`src/fsd_pkg.sv`:
```
// Shared types and constants for the per-source rate flood detector.
package fsd_pkg;

  localparam int unsigned TABLE_ENTRIES = 64;

  localparam int unsigned SRC_W   = 32;
  localparam int unsigned TIME_W  = 32;
  localparam int unsigned COUNT_W = 16;

  localparam int unsigned CFG_IDX_W  = 8;
  localparam int unsigned CFG_DATA_W = 32;

  localparam logic [CFG_IDX_W-1:0] CFG_WINDOW_LENGTH    = CFG_IDX_W'(0);
  localparam logic [CFG_IDX_W-1:0] CFG_ATTACK_THRESHOLD = CFG_IDX_W'(1);

  localparam logic [TIME_W-1:0]  WINDOW_LENGTH_RESET    = TIME_W'(1000000);
  localparam logic [COUNT_W-1:0] ATTACK_THRESHOLD_RESET = COUNT_W'(100);

  localparam logic [COUNT_W-1:0] COUNT_MAX = '1;
  localparam logic [COUNT_W-1:0] COUNT_ONE = COUNT_W'(1);

  typedef struct packed {
    logic [SRC_W-1:0]  source_address;
    logic [TIME_W-1:0] arrival_time;
  } item_t;

  // Head of the input queue as seen by the engine.
  typedef struct packed {
    logic  valid;
    item_t item;
  } queue_word_t;

  typedef struct packed {
    logic [SRC_W-1:0]   source;
    logic [TIME_W-1:0]  window_start;
    logic [COUNT_W-1:0] packet_count;
  } entry_t;

  localparam int unsigned ENTRY_W = $bits(entry_t);

  typedef enum logic [1:0] {
    ST_IDLE,
    ST_SEARCH,
    ST_UPDATE
  } state_e;

endpackage

```
`src/fsd_front.sv`:
```
// Front end: accepts packet words and buffers them in a short queue.
module fsd_front (
  input  logic                clk_i,
  input  logic                rst_ni,
  input  logic                push_i,
  input  fsd_pkg::item_t      item_i,
  output logic                full_o,
  input  logic                pop_i,
  output fsd_pkg::queue_word_t head_o
);
  import fsd_pkg::*;

  // power of two, so pointers wrap on their own
  localparam int unsigned Depth = 2;
  localparam int unsigned PtrW  = $clog2(Depth);

  item_t           buf_q [Depth];
  logic [PtrW-1:0] wr_ptr_q, wr_ptr_d;
  logic [PtrW-1:0] rd_ptr_q, rd_ptr_d;
  logic [PtrW:0]   cnt_q, cnt_d;
  logic            do_push, do_pop;

  assign full_o  = (cnt_q == (PtrW+1)'(Depth));
  assign do_push = push_i && !full_o;
  assign do_pop  = pop_i && (cnt_q != '0);

  always_comb begin
    wr_ptr_d = wr_ptr_q;
    rd_ptr_d = rd_ptr_q;
    cnt_d    = cnt_q;
    if (do_push) begin
      wr_ptr_d = wr_ptr_q + PtrW'(1);
    end
    if (do_pop) begin
      rd_ptr_d = rd_ptr_q + PtrW'(1);
    end
    if (do_push && !do_pop) begin
      cnt_d = cnt_q + (PtrW+1)'(1);
    end else if (!do_push && do_pop) begin
      cnt_d = cnt_q - (PtrW+1)'(1);
    end
  end

  always_ff @(posedge clk_i or negedge rst_ni) begin
    if (!rst_ni) begin
      wr_ptr_q <= '0;
      rd_ptr_q <= '0;
      cnt_q    <= '0;
    end else begin
      wr_ptr_q <= wr_ptr_d;
      rd_ptr_q <= rd_ptr_d;
      cnt_q    <= cnt_d;
    end
  end

  always_ff @(posedge clk_i) begin
    if (do_push) begin
      buf_q[wr_ptr_q] <= item_i;
    end
  end

  assign head_o.valid = (cnt_q != '0);
  assign head_o.item  = buf_q[rd_ptr_q];

endmodule

```
`config.mk`:
```
export PLATFORM = sky130hd
export DESIGN_NAME = fsd_front
export DESIGN_NICKNAME = d
export VERILOG_FILES = /design/src/fsd_pkg.sv /design/src/fsd_front.sv
export SDC_FILE = /design/constraint.sdc
export NUM_CORES = 1
export LEC_CHECK = 0
export BUFFER_PORTS_ARGS = -buffer_cell sky130_fd_sc_hd__buf_2
export CAP_MARGIN = 20
export CORE_MARGIN = 5
export CORE_UTILIZATION = 56
export CTS_CLUSTER_SIZE = 40
export DETAILED_ROUTE_END_ITERATION = 12
export GPL_TIMING_DRIVEN = 1
export PLACE_DENSITY_LB_ADDON = 0.12
export SLEW_MARGIN = 10
export SYNTH_ARGS = -nofsm -noshare
export SYNTH_HDL_FRONTEND = slang
export SYNTH_SLANG_ARGS = --single-unit
```
`constraint.sdc`:
```
create_clock -name clk_i -period 10.5 [get_ports clk_i]
set_clock_uncertainty 0.2 [all_clocks]
set_input_delay 1.575 -clock clk_i [delete_from_list [all_inputs] [get_ports clk_i]]
set_output_delay 1.575 -clock clk_i [all_outputs]
set_load 0.005 [all_outputs]
```
==> impl_metrics.env <==
export IMPL_fp_dieH_um=105
export IMPL_vias=2467
export IMPL_antenna_found_initial=1
export IMPL_cp_data_arrival_time_ns=2.12
export IMPL_rows=34
export IMPL_synth_top_area_cell="edfxtp_1"
export IMPL_fill_cells=548
export IMPL_worst_ir_drop_vdd_mv=0.287
export IMPL_dpl_hpwl_mm=5.80
export IMPL_nNetsFinal=435
export IMPL_hold_buffers=0
export IMPL_final_max_slew_violation_count=0
export IMPL_grt_remaining_overflow=0
export IMPL_critPathLaunch="rd_ptr_q$_DFFE_PN0P_"
export IMPL_wl_per_cell_um=18.5
export IMPL_antennaDiodeCount=0
export IMPL_startpoint_type="flip-flop"
export IMPL_total_power_mw=1.87
export IMPL_cts_max_level=4
export IMPL_area_delta_synth_final_pct=27.6
export IMPL_p_per_area_nw_per_um2=291
export IMPL_critPathRequiredTime_ns=8.73
export IMPL_finalCritPeriodShare_pct=37.1
export IMPL_slew_limit_headroom_pct=37.4
export IMPL_worstHoldPathCells=1
export IMPL_synth_distinct_cells=16
export IMPL_syn_num_nets=287
export IMPL_root_buffer="clkbuf_8"
export IMPL_grt_max_degree=66
export IMPL_outcome="complete, no violations"
export IMPL_tritoncts="yes"
export IMPL_syn_area_um2=5020
export IMPL_drv_cap=0
export IMPL_fmax_mhz=257
export IMPL_finalSetupTns_ns=0
export IMPL_cts_buffer_depth=2
export IMPL_grt_usage_pct=16.4
export IMPL_slowest_delay_ns=0.78
export IMPL_insertion_delay_ns=0.49
export IMPL_fin_cells=487
export IMPL_grt_pass1_vias=2679
export IMPL_synth_ff_type="edfxtp_1"
export IMPL_viasPerCell=5.07
export IMPL_first_pass_iters=6
export IMPL_ys_seq_elements=132
export IMPL_worst_setup_path_end_kind="output pin"
export IMPL_ys_warnings_count=0
export IMPL_fp_dieW_um=105
export IMPL_ant_nets=0
export IMPL_path_class="reg -> out"
export IMPL_synthTopCellsByCount="128 x edfxtp_1, 50 x mux2_4, 14 x mux2_2"
export IMPL_place_inst=454
export IMPL_syn_inst=218
export IMPL_rsz0062_at_grt="no"
export IMPL_synth_seq_area_share_pct=78.5
export IMPL_portBuffers=133
export IMPL_p_leak_nw=2.59
export IMPL_synth_top_cell_area_share_pct=76.5
export IMPL_worstMarginPinSlew_ns=0.937
export IMPL_slowest_stage="dfrtp_4"
export IMPL_min_delay_start="cnt_q[1]$_DFFE_PN0P_"
export IMPL_postSynth_asyncResetShare_pct=3.03
export IMPL_grt_pass1_wl_mm=13.7
export IMPL_cts_buffers=17
export IMPL_hold_path_class="reg -> reg"
export IMPL_wl_mm=9.00
export IMPL_drive_gt1_share_pct=62.0
export IMPL_core_area_um2=8720
export IMPL_crit_buf_inv=2
export IMPL_r2r_cells=4
export IMPL_synth_most_common_cell="edfxtp_1"
export IMPL_path_cells="buf_16, mux2_2, buf_2"
export IMPL_place_gp_congestion=0.727
export IMPL_start_util_pct=57.6
export IMPL_hold_viol_final=0
export IMPL_synth_area_leaders="edfxtp_1 76%, mux2_4 15%, mux2_2 3.1%"
export IMPL_synth_edf_count=128
export IMPL_drc=0
export IMPL_cts_resized=0
export IMPL_die_area_um2=11000
export IMPL_cp_top_family="flip-flops"
export IMPL_cp_max_fo=36
export IMPL_cts_setup_buffers=0
export IMPL_min_period_ns=3.90
export IMPL_r2r_slack_ns=7.87
export IMPL_cts_num_sinks=132
export IMPL_r2r_start="cnt_q[0]$_DFFE_PN0P_"
export IMPL_avgSynthCellArea_um2=23.0
export IMPL_path_clk_slew_ns=0.05
export IMPL_setup_viol=0
export IMPL_hold_end="cnt_q[1]$_DFFE_PN0P_"
export IMPL_drt_initial_drc_count=130
export IMPL_top_level_ports=134
export IMPL_reg2reg_to="buf_q[0][50]$_DFFE_PP_"
==> power breakdown <==
group	leakage [nW]	switching (mW)	internal, mW
logic	1.07	0.210	0.279
registers	1.23	0.0648	0.724
clock network	0.281	0.206	0.382
==> layer usage <==
| metal | GRT usage, % | share of wire, % | vias up |
|---|---|---|---|
| li1 | - | - | 1158 |
| met1 | 18.4 | 39 | 1217 |
| met2 | 27.7 | 52 | 83 |
| met3 | 8.14 | 8.1 | 7 |
| met4 | 4.57 | 0.76 | 2 |
| met5 | 0 | 0.14 | - |
==> worst register-to-register path, stage by stage, from the launching register on <==
cell and delay (ns):
dfrtp_1 0.42, nand2b_1 0.19, nand2_1 0.17, nor2_4 0.74
buf_4 0.56
==> flip-flops by register name (all words and copies together) (netlist names) <==
| signal | flops |
|---|---|
| wr_ptr_q | 1 |
| rd_ptr_q | 1 |
| buf_q | 128 |
| cnt_q | 2 |
==> final cells by class <==
class	count	area, um2	area share, %
Inverter	2	7.51	0.117
Multi-Input combinational cell	77	1010	15.7
Sequential cell	132	3950	61.6
Tap cell	108	135	2.11
Timing Repair Buffer	136	708	11.0
Clock buffer	17	414	6.46
Clock inverter	15	189	2.95
==> kinds of logic after synthesis <==
logic type                 Yosys count  synth area share, %
DFF                                132                 78.5
muxes                               64                 18.1
buffers and inverters                9                 1.59
and+or+nand+nor                      7                0.722
xor gates and xnor gates             5                0.872
adders and majority gates            1                0.249
==> cell usage in the layout (no fill, tap or decap), types with 2 or more instances in the layout <==
cell / synthesis / final
clkinvlp_4: 0 / 5
bufinv_16: 0 / 4
xnor2_1: 3 / 3
mux2_2: 14 / 14
dfrtp_1: 4 / 3
mux2_4: 50 / 50
edfxtp_1: 128 / 128
xor2_1: 2 / 2
buf_2: 1 / 133
inv_1: 2 / 2
clkinv_1: 0 / 2
buf_4: 0 / 2
clkbuf_16: 0 / 16
clkinv_2: 0 / 3
==> metrics by stage <==
stage	util (%)	setup slack [ns]	instance area, um2	hold slack, ns
floorplan	-	5.47	5020	0.256
global route	73.5	6.52	6410	0.356
finish	73.5	6.60	6410	0.338
global placement	66.3	6.84	5780	0.282
CTS	73.2	6.41	6380	0.329
detailed placement	66.3	6.79	5780	0.305
==> how the worst max path moves through the flow <==
stage | to | slack (ns) | depth (start not counted)
final | head_o[49] | 6.60 | 3
after global routing | head_o[48] | 6.52 | 3
after CTS | head_o[33] | 6.41 | 2
after detailed placement | buf_q[0][54]$_DFFE_PP_ | 6.79 | 4
after global placement | buf_q[0][54]$_DFFE_PP_ | 6.84 | 4
after floorplan | buf_q[0][0]$_DFFE_PP_ | 5.47 | 2
No activity file was read; power rests on OpenSTA's default activity.
